<file path="config.mk">
export PLATFORM = sky130hd
export DESIGN_NAME = positional_list_insert_delete_search
export DESIGN_NICKNAME = d
export VERILOG_FILES = /design/src/plis_pkg.sv /design/src/positional_list_insert_delete_search.sv /design/src/plis_ram.sv
export SDC_FILE = /design/constraint.sdc
export NUM_CORES = 2
export LEC_CHECK = 0
export ABC_CLOCK_PERIOD_IN_PS = 5700
export CAP_MARGIN = 0
export CORE_MARGIN = 2
export CORE_UTILIZATION = 50
export DETAILED_ROUTE_END_ITERATION = 10
export DONT_BUFFER_PORTS = 1
export MAX_ROUTING_LAYER = met4
export PLACE_DENSITY = 0.61
export SLEW_MARGIN = 20
export SYNTH_ARGS = -nofsm -noshare
export SYNTH_HDL_FRONTEND = slang
export SYNTH_SLANG_ARGS = --single-unit
</file>
<file path="constraint.sdc">
create_clock -name clock -period 5.7 [get_ports clock]
set_clock_uncertainty 0.15 [all_clocks]
set_input_delay 0.285 -clock clock [delete_from_list [all_inputs] [get_ports clock]]
set_output_delay 0.285 -clock clock [all_outputs]
set_load 0.1 [all_outputs]
</file>
<file path="src/plis_pkg.sv">
`timescale 1ns / 1ps

package plis_pkg;

   // default list capacity
   localparam int DEPTH_DEFAULT = 64;

   // request commands
   typedef enum logic [1:0] {
      CMD_INSERT = 2'd0,
      CMD_DELETE = 2'd1,
      CMD_SEARCH = 2'd2,
      CMD_DUMP   = 2'd3
   } plis_cmd_type;

   // response kinds
   localparam logic [2:0] KIND_OK       = 3'd0;
   localparam logic [2:0] KIND_FOUND    = 3'd1;
   localparam logic [2:0] KIND_ELEMENT  = 3'd2;
   localparam logic [2:0] KIND_NOTFOUND = 3'd3;
   localparam logic [2:0] KIND_EMPTY    = 3'd4;
   localparam logic [2:0] KIND_BADPOS   = 3'd5;
   localparam logic [2:0] KIND_FULL     = 3'd6;

   // sequencer states
   typedef enum logic {
      ST_IDLE = 1'b0,
      ST_RUN  = 1'b1
   } plis_state_type;

   // request payload
   typedef struct packed {
      plis_cmd_type       cmd;
      logic signed [31:0] value;
      logic [6:0]         position;
   } plis_req_type;

   // response payload
   typedef struct packed {
      logic [2:0]         kind;
      logic signed [31:0] data;
      logic               last;
   } plis_rsp_type;

endpackage

</file>
<file path="src/positional_list_insert_delete_search.sv">
`timescale 1ns / 1ps

// channel   | ports                          | handshake
// ----------+--------------------------------+----------------------------------
// request   | start, busy, req_data          | taken at edge with start & !busy
// response  | rsp_strobe, rsp_data           | one cycle per response, no stall
//
// range errors, full list and empty dump answer in the cycle after the request.
// every other request walks L list entries through the single memory read
// port (insert: count-position+1, delete: count-position, search/dump: count)
// and keeps busy high until the walk drains and the request finishes.
// synchronous reset clears the count and the sequencer; the list contents
// are not cleared. responses cannot be held off by the receiver.

module positional_list_insert_delete_search #(
   parameter int DEPTH = plis_pkg::DEPTH_DEFAULT
) (
   input  logic                  clock,
   input  logic                  reset,
   input  logic                  start,
   output logic                  busy,
   input  plis_pkg::plis_req_type req_data,
   output logic                  rsp_strobe,
   output plis_pkg::plis_rsp_type rsp_data
);

   import plis_pkg::*;

   localparam int AW = (DEPTH > 1) ? $clog2(DEPTH) : 1;
   localparam int CW = $clog2(DEPTH + 1);

   plis_state_type     state_ff, state_in;
   plis_cmd_type       op_ff, op_in;
   logic signed [31:0] value_ff, value_in;
   logic [6:0]         pos_ff, pos_in;
   logic [CW-1:0]      count_ff, count_in;
   logic [CW-1:0]      cursor_ff, cursor_in;
   logic [CW-1:0]      left_ff, left_in;
   logic               rd_valid_ff, rd_valid_in;
   logic [AW-1:0]      rd_idx_ff, rd_idx_in;
   logic               have_ff, have_in;
   logic [CW-1:0]      pend_ff, pend_in;
   logic               rsp_strobe_ff, rsp_strobe_in;
   plis_rsp_type       rsp_ff, rsp_in;

   logic               mem_rd_en;
   logic signed [31:0] mem_rd_data;
   logic               mem_wr_en;
   logic [AW-1:0]      mem_wr_addr;
   logic signed [31:0] mem_wr_data;

   logic [7:0]         count8;
   logic [7:0]         pos8;
   logic               issue;

   plis_ram #(
      .DEPTH (DEPTH),
      .AW    (AW)
   ) u_ram (
      .clock   (clock),
      .rd_en   (mem_rd_en),
      .rd_addr (cursor_ff[AW-1:0]),
      .rd_data (mem_rd_data),
      .wr_en   (mem_wr_en),
      .wr_addr (mem_wr_addr),
      .wr_data (mem_wr_data)
   );

   // control registers
   always_ff @(posedge clock) begin
      if (reset) begin
         state_ff      <= ST_IDLE;
         count_ff      <= '0;
         left_ff       <= '0;
         rd_valid_ff   <= 1'b0;
         have_ff       <= 1'b0;
         rsp_strobe_ff <= 1'b0;
      end else begin
         state_ff      <= state_in;
         count_ff      <= count_in;
         left_ff       <= left_in;
         rd_valid_ff   <= rd_valid_in;
         have_ff       <= have_in;
         rsp_strobe_ff <= rsp_strobe_in;
      end
   end

   // payload registers
   always_ff @(posedge clock) begin
      op_ff     <= op_in;
      value_ff  <= value_in;
      pos_ff    <= pos_in;
      cursor_ff <= cursor_in;
      rd_idx_ff <= rd_idx_in;
      pend_ff   <= pend_in;
      rsp_ff    <= rsp_in;
   end

   assign count8 = 8'(count_ff);
   assign pos8   = {1'b0, req_data.position};
   assign issue  = (state_ff == ST_RUN) && (left_ff != '0);

   // sequencer: next state, memory walk and responses
   always_comb begin
      state_in      = state_ff;
      op_in         = op_ff;
      value_in      = value_ff;
      pos_in        = pos_ff;
      count_in      = count_ff;
      cursor_in     = cursor_ff;
      left_in       = left_ff;
      rd_valid_in   = 1'b0;
      rd_idx_in     = cursor_ff[AW-1:0];
      have_in       = have_ff;
      pend_in       = pend_ff;
      rsp_strobe_in = 1'b0;
      rsp_in        = '{kind: KIND_OK, data: 32'sd0, last: 1'b1};
      mem_rd_en     = 1'b0;
      mem_wr_en     = 1'b0;
      mem_wr_addr   = rd_idx_ff + AW'(1);
      mem_wr_data   = mem_rd_data;

      case (state_ff)
         ST_IDLE: begin
            if (start) begin
               op_in    = req_data.cmd;
               value_in = req_data.value;
               pos_in   = req_data.position;
               have_in  = 1'b0;
               case (req_data.cmd)
                  CMD_INSERT: begin
                     if (pos8 == 8'd0 || pos8 > count8 + 8'd1) begin
                        rsp_strobe_in = 1'b1;
                        rsp_in.kind   = KIND_BADPOS;
                     end else if (count8 == 8'(DEPTH)) begin
                        rsp_strobe_in = 1'b1;
                        rsp_in.kind   = KIND_FULL;
                     end else begin
                        state_in  = ST_RUN;
                        cursor_in = count_ff - CW'(1);
                        left_in   = CW'(count8 - pos8 + 8'd1);
                     end
                  end
                  CMD_DELETE: begin
                     if (pos8 == 8'd0 || pos8 > count8) begin
                        rsp_strobe_in = 1'b1;
                        rsp_in.kind   = KIND_BADPOS;
                     end else begin
                        state_in  = ST_RUN;
                        cursor_in = CW'(pos8);
                        left_in   = CW'(count8 - pos8);
                     end
                  end
                  CMD_SEARCH: begin
                     state_in  = ST_RUN;
                     cursor_in = '0;
                     left_in   = count_ff;
                  end
                  default: begin
                     if (count_ff == '0) begin
                        rsp_strobe_in = 1'b1;
                        rsp_in.kind   = KIND_EMPTY;
                     end else begin
                        state_in  = ST_RUN;
                        cursor_in = '0;
                        left_in   = count_ff;
                     end
                  end
               endcase
            end
         end

         ST_RUN: begin
            // issue the next read of the walk
            if (issue) begin
               mem_rd_en   = 1'b1;
               rd_valid_in = 1'b1;
               left_in     = left_ff - CW'(1);
               if (op_ff == CMD_INSERT) begin
                  cursor_in = cursor_ff - CW'(1);
               end else begin
                  cursor_in = cursor_ff + CW'(1);
               end
            end

            // consume the read data of the previous cycle
            if (rd_valid_ff) begin
               case (op_ff)
                  CMD_INSERT: begin
                     mem_wr_en   = 1'b1;
                     mem_wr_addr = rd_idx_ff + AW'(1);
                  end
                  CMD_DELETE: begin
                     mem_wr_en   = 1'b1;
                     mem_wr_addr = rd_idx_ff - AW'(1);
                  end
                  CMD_SEARCH: begin
                     if (mem_rd_data == value_ff) begin
                        // a new match releases the one held back
                        if (have_ff) begin
                           rsp_strobe_in = 1'b1;
                           rsp_in.kind   = KIND_FOUND;
                           rsp_in.data   = 32'(pend_ff);
                           rsp_in.last   = 1'b0;
                        end
                        have_in = 1'b1;
                        pend_in = CW'(rd_idx_ff) + CW'(1);
                     end
                  end
                  default: begin
                     rsp_strobe_in = 1'b1;
                     rsp_in.kind   = KIND_ELEMENT;
                     rsp_in.data   = mem_rd_data;
                     rsp_in.last   = (rd_idx_ff == AW'(count_ff - CW'(1)));
                  end
               endcase
            end

            // walk drained: finish the request
            if (!issue && !rd_valid_ff) begin
               state_in = ST_IDLE;
               case (op_ff)
                  CMD_INSERT: begin
                     mem_wr_en     = 1'b1;
                     mem_wr_addr   = AW'(pos_ff - 7'd1);
                     mem_wr_data   = value_ff;
                     count_in      = count_ff + CW'(1);
                     rsp_strobe_in = 1'b1;
                  end
                  CMD_DELETE: begin
                     count_in      = count_ff - CW'(1);
                     rsp_strobe_in = 1'b1;
                  end
                  CMD_SEARCH: begin
                     rsp_strobe_in = 1'b1;
                     if (have_ff) begin
                        rsp_in.kind = KIND_FOUND;
                        rsp_in.data = 32'(pend_ff);
                     end else begin
                        rsp_in.kind = KIND_NOTFOUND;
                     end
                  end
                  default: begin
                  end
               endcase
            end
         end

         default: begin
            state_in = ST_IDLE;
         end
      endcase
   end

   assign busy       = (state_ff != ST_IDLE);
   assign rsp_strobe = rsp_strobe_ff;
   assign rsp_data   = rsp_ff;

`ifndef SYNTHESIS
   // read data only comes back while a walk is running
   assert property (@(posedge clock) disable iff (reset)
      rd_valid_ff |-> (state_ff == ST_RUN))
      else $error("read data outside a walk");

   // the list never holds more than its capacity
   assert property (@(posedge clock) disable iff (reset)
      (32'(count_ff) <= DEPTH))
      else $error("count above capacity");

   // dump of an empty list answers empty at once
   assert property (@(posedge clock) disable iff (reset)
      (start && !busy && req_data.cmd == CMD_DUMP && count_ff == '0) |=>
         (rsp_strobe && rsp_data.kind == KIND_EMPTY && rsp_data.last && !busy))
      else $error("empty dump not answered");

   // a walk never issues a read past the memory depth
   assert property (@(posedge clock) disable iff (reset)
      issue |-> (cursor_ff < CW'(DEPTH)))
      else $error("read beyond the list");
`endif

endmodule

</file>
<file path="src/plis_ram.sv">
`timescale 1ns / 1ps

module plis_ram #(
   parameter int DEPTH = plis_pkg::DEPTH_DEFAULT,
   parameter int AW    = (DEPTH > 1) ? $clog2(DEPTH) : 1
) (
   input  logic                clock,
   input  logic                rd_en,
   input  logic [AW-1:0]       rd_addr,
   output logic signed [31:0]  rd_data,
   input  logic                wr_en,
   input  logic [AW-1:0]       wr_addr,
   input  logic signed [31:0]  wr_data
);

   logic signed [31:0] mem_ff [DEPTH];
   logic signed [31:0] rd_data_ff;

   // one write port, one registered read port
   always_ff @(posedge clock) begin
      if (wr_en) begin
         mem_ff[wr_addr] <= wr_data;
      end
      if (rd_en) begin
         rd_data_ff <= mem_ff[rd_addr];
      end
   end

   assign rd_data = rd_data_ff;

endmodule

</file>
==> qor.csv <==
stage,metric,value,unit
sta,tightest_slew,1.12,ns
sta,hold_ws,0.0698,ns
yosys,async_flop_share,0,%
grt,antenna_found_initial,13,
finish,register_area,65300,sq um
clock_network,cts_resized,0,
die,die_h,417,microns
finish,multiInputGateArea,19700,sq um
placement,hpwl,131,mm
placement,dp_cells,6008,
worst_setup_path,critPathKind,reg -> reg,
clock_network,clock_tree.htree_level_count,4,
sta,hold_viol_final,0,
hold_path,hp-class,in -> reg,
sta,maxClockFrequency,223,MHz
route,drc_errors,0,
yosys,synth_enable_flop_cells,2133,
yosys,yosysWarningCount,0,
sta,setup_viol,0,
finish,fillers,12200,
finish,drive_gt1_share,28.3,%
worst_setup_path,critPathMaxStageDelay,0.84,ns
finish,syn2layout_area_growth,14.0,%
yosys,post_synth.cell_area_avg,22.3,sq um
clock_network,cts_buffers,215,
sta,rsz0062_at_grt,false,
grt,grt_pass1_wl,314,mm
grt,grt-ovfl-total,0,
yosys,synth_seq_area_share,76.5,%
yosys,syn_inst,3821,
pwr,irDropWorstVdd,0.349,mV
sta,fin_tns_setup,0,ns
clock_network,clk_pin_slew,0.06,ns
worst_setup_path,reg2reg_depth,7,
status,status,"finished, final reports clean",
placement,gp_congestion,0.847,
hold_path,hp-start,req_data[5],
finish,fin_nets,4168,
worst_setup_path,path_cells,or4_4 -> nor4_4 -> nor2_1 -> a22oi_1 -> nand2_1 -> nor2_4 -> buf_12,
worst_setup_path,required,6.09,ns
yosys,synthTopCellsByCount,"2,133 x edfxtp_1, 636 x mux4_2, 155 x nand2_1",
sta,period_needed,4.49,ns
clock_network,cts_buffer_depth,3,
route,route.vias.total,41200,
worst_setup_path,startpoint_type,flip-flop,
worst_setup_path,path_delay_family,simple AND/OR/NAND/NOR gates,
die,start_util,50.4,%
worst_setup_path,cp_slowest_cell,nor2_4,
clock_network,cts.hold.buffers_added,89,
finish,final_cells,6498,
yosys,ys_ff_latch,2193,
yosys,netlist_area,85300,sq um
die,dieArea,174000,sq um
worst_setup_path,critPathBufInv,1,
pwr,powerDensity,382,nW/um^2
yosys,yosysTopAreaCell,edfxtp_1,
clock_network,postCtsSetupBuffers,0,
yosys,synth_nets,3893,
sta,drv_slew,0,
worst_setup_path,cp-end-kind,flip-flop,
route,via_per_inst,6.34,
placement,numPortBuffers,0,
route,drtAntennaViolNets,0,
die,io-pin-count,82,
route,routed_wl,221,mm
yosys,ys_top_cells_by_area,"edfxtp_1 75%, mux4_2 17%, dfxtp_1 1.4%",
hold_path,min_path_cells,5,
worst_setup_path,crit_arrival,4.88,ns
pwr,power,37200,uW
clock_network,cts_tree,done,
pwr,p_leak,0.0303,uW
die,rows,151,
grt,grt_max_degree,96,
die,dieWidth,417,microns
yosys,synth_ff_type,edfxtp_1,
worst_setup_path,reg2reg_from,left_ff[2],
die,coreArea,169000,sq um
job,cap_violations,0,
hold_path,min_to,rsp_data[33],
route,wl_per_cell,34.0,microns
clock_network,cts.sinks,2193,
worst_setup_path,reg2reg_slack,1.21,ns
clock_network,clk_latency,0.87,ns
yosys,synth_top_area_share,75.1,%
grt,grt_pass1_vias,40900,
sta,post-route-period-util,78.8,%
sta,slew_headroom,24.9,%
route,dr.pass1.iters,5,
clock_network,cts_root_buffer,clkbuf_16,
yosys,yosysMostFrequentCell,edfxtp_1,
yosys,ys_types,73,
worst_setup_path,r2r_end,u_ram.mem_ff[3][17],
grt,track_usage,26.5,%
route,drt_iter0_drc,5627,
worst_setup_path,crit_fanout,14,
==> layer usage <==
metal  track usage (%)  up-vias  wire (microns)
met5                 -        -               0
met4              7.35        0            6150
met3              3.69      281           16900
met2              40.7     1835          107000
met1              37.9    22400           91000
li1                  -    16700               -
==> how the worst max path moves through the flow <==
| stage | from | to | slack (ns) | depth (start not counted) |
|---|---|---|---|---|
| 6_report | left_ff[2] | u_ram.mem_ff[3][17] | 1.21 | 7 |
| 5_1_grt | left_ff[2] | u_ram.mem_ff[3][17] | 1.10 | 7 |
| 4_1_cts | left_ff[2] | u_ram.mem_ff[35][31] | 1.32 | 7 |
| 3_5_place_dp | left_ff[2] | u_ram.mem_ff[35][31] | 1.36 | 7 |
| 3_3_place_gp | left_ff[2] | u_ram.mem_ff[3][6] | 1.43 | 7 |
| 2_1_floorplan | busy | u_ram.mem_ff[0][25] | 0.49 | 4 |
==> layout by cell type, fill, tap and decap left out, drive strengths merged, types with 4 or more instances in the layout <==
| cell | count |
|---|---|
| a22o | 8 |
| and2 | 39 |
| nor3 | 12 |
| mux4 | 636 |
| o22ai | 5 |
| nor2 | 104 |
| edfxtp | 2133 |
| nand3 | 23 |
| nand2 | 155 |
| a21oi | 51 |
| bufinv | 19 |
| dfxtp | 60 |
| dlygate4sd3 | 89 |
| nand3b | 4 |
| a211oi | 50 |
| clkbuf | 263 |
| o21a | 4 |
| nand2b | 22 |
| o21ai | 20 |
| nand4 | 4 |
| nor2b | 30 |
| inv | 48 |
| xnor2 | 37 |
| clkinv | 100 |
| a31oi | 10 |
| nor4 | 12 |
| o211ai | 5 |
| or3 | 4 |
| o2111ai | 5 |
| ha | 26 |
| a21o | 7 |
| buf | 170 |
| mux2i | 30 |
| xor2 | 36 |
==> worst min-delay path: stages <==
cell and delay, ns:
nor3_1 0.03, and2_1 0.19, nor2_1 0.11, o31ai_1 0.12
a22o_1 0.27
==> area by class of cell <==
type,count,area share [%]
Inverter,33,0.127
Clock buffer,263,5.73
Antenna cell,2,0.00515
Multi-Input combinational cell,1394,20.3
Timing Repair Buffer,259,2.63
Sequential cell,2193,67.1
Tap cell,2218,2.85
Clock inverter,136,1.28
==> stage by stage <==
stage | worst slack (ns) | utilization [%] | instance area (sq um)
floorplan | 0.490 | - | 85300
global placement | 1.43 | 52.8 | 89500
detailed placement | 1.36 | 52.8 | 89500
CTS | 1.32 | 57.4 | 97200
global route | 1.10 | 57.4 | 97300
finish | 1.21 | 57.4 | 97300
==> power by group <==
group | total, uW | switching (uW) | internal [uW]
clock network | 13900 | 6050 | 7810
registers | 18400 | 173 | 18200
logic | 4940 | 3000 | 1940
total | 37200 | 9220 | 27900
==> logic make-up after synthesis <==
family | share of synthesized area, %
buffers and inverters | 1.18
AND/OR/NAND/NOR | 2.47
AO/OA/AOI/OAI | 1.56
flip-flops | 76.5
multiplexers | 17.1
XOR/XNOR | 0.749
adder cells (fa/ha/maj) | 0.428
==> sequential cells by signal (all words and copies together) (netlist names) <==
register	count
count_ff	7
rd_idx_ff	6
pos_ff	6
op_ff	2
pend_ff	7
u_ram.rd_data	32
rd_valid_ff	1
rsp_strobe	1
have_ff	1
rsp_data	36
u_ram.mem_ff	2048
busy	1
left_ff	7
cursor_ff	6
value_ff	32
No activity file was read; power rests on OpenSTA's default activity.
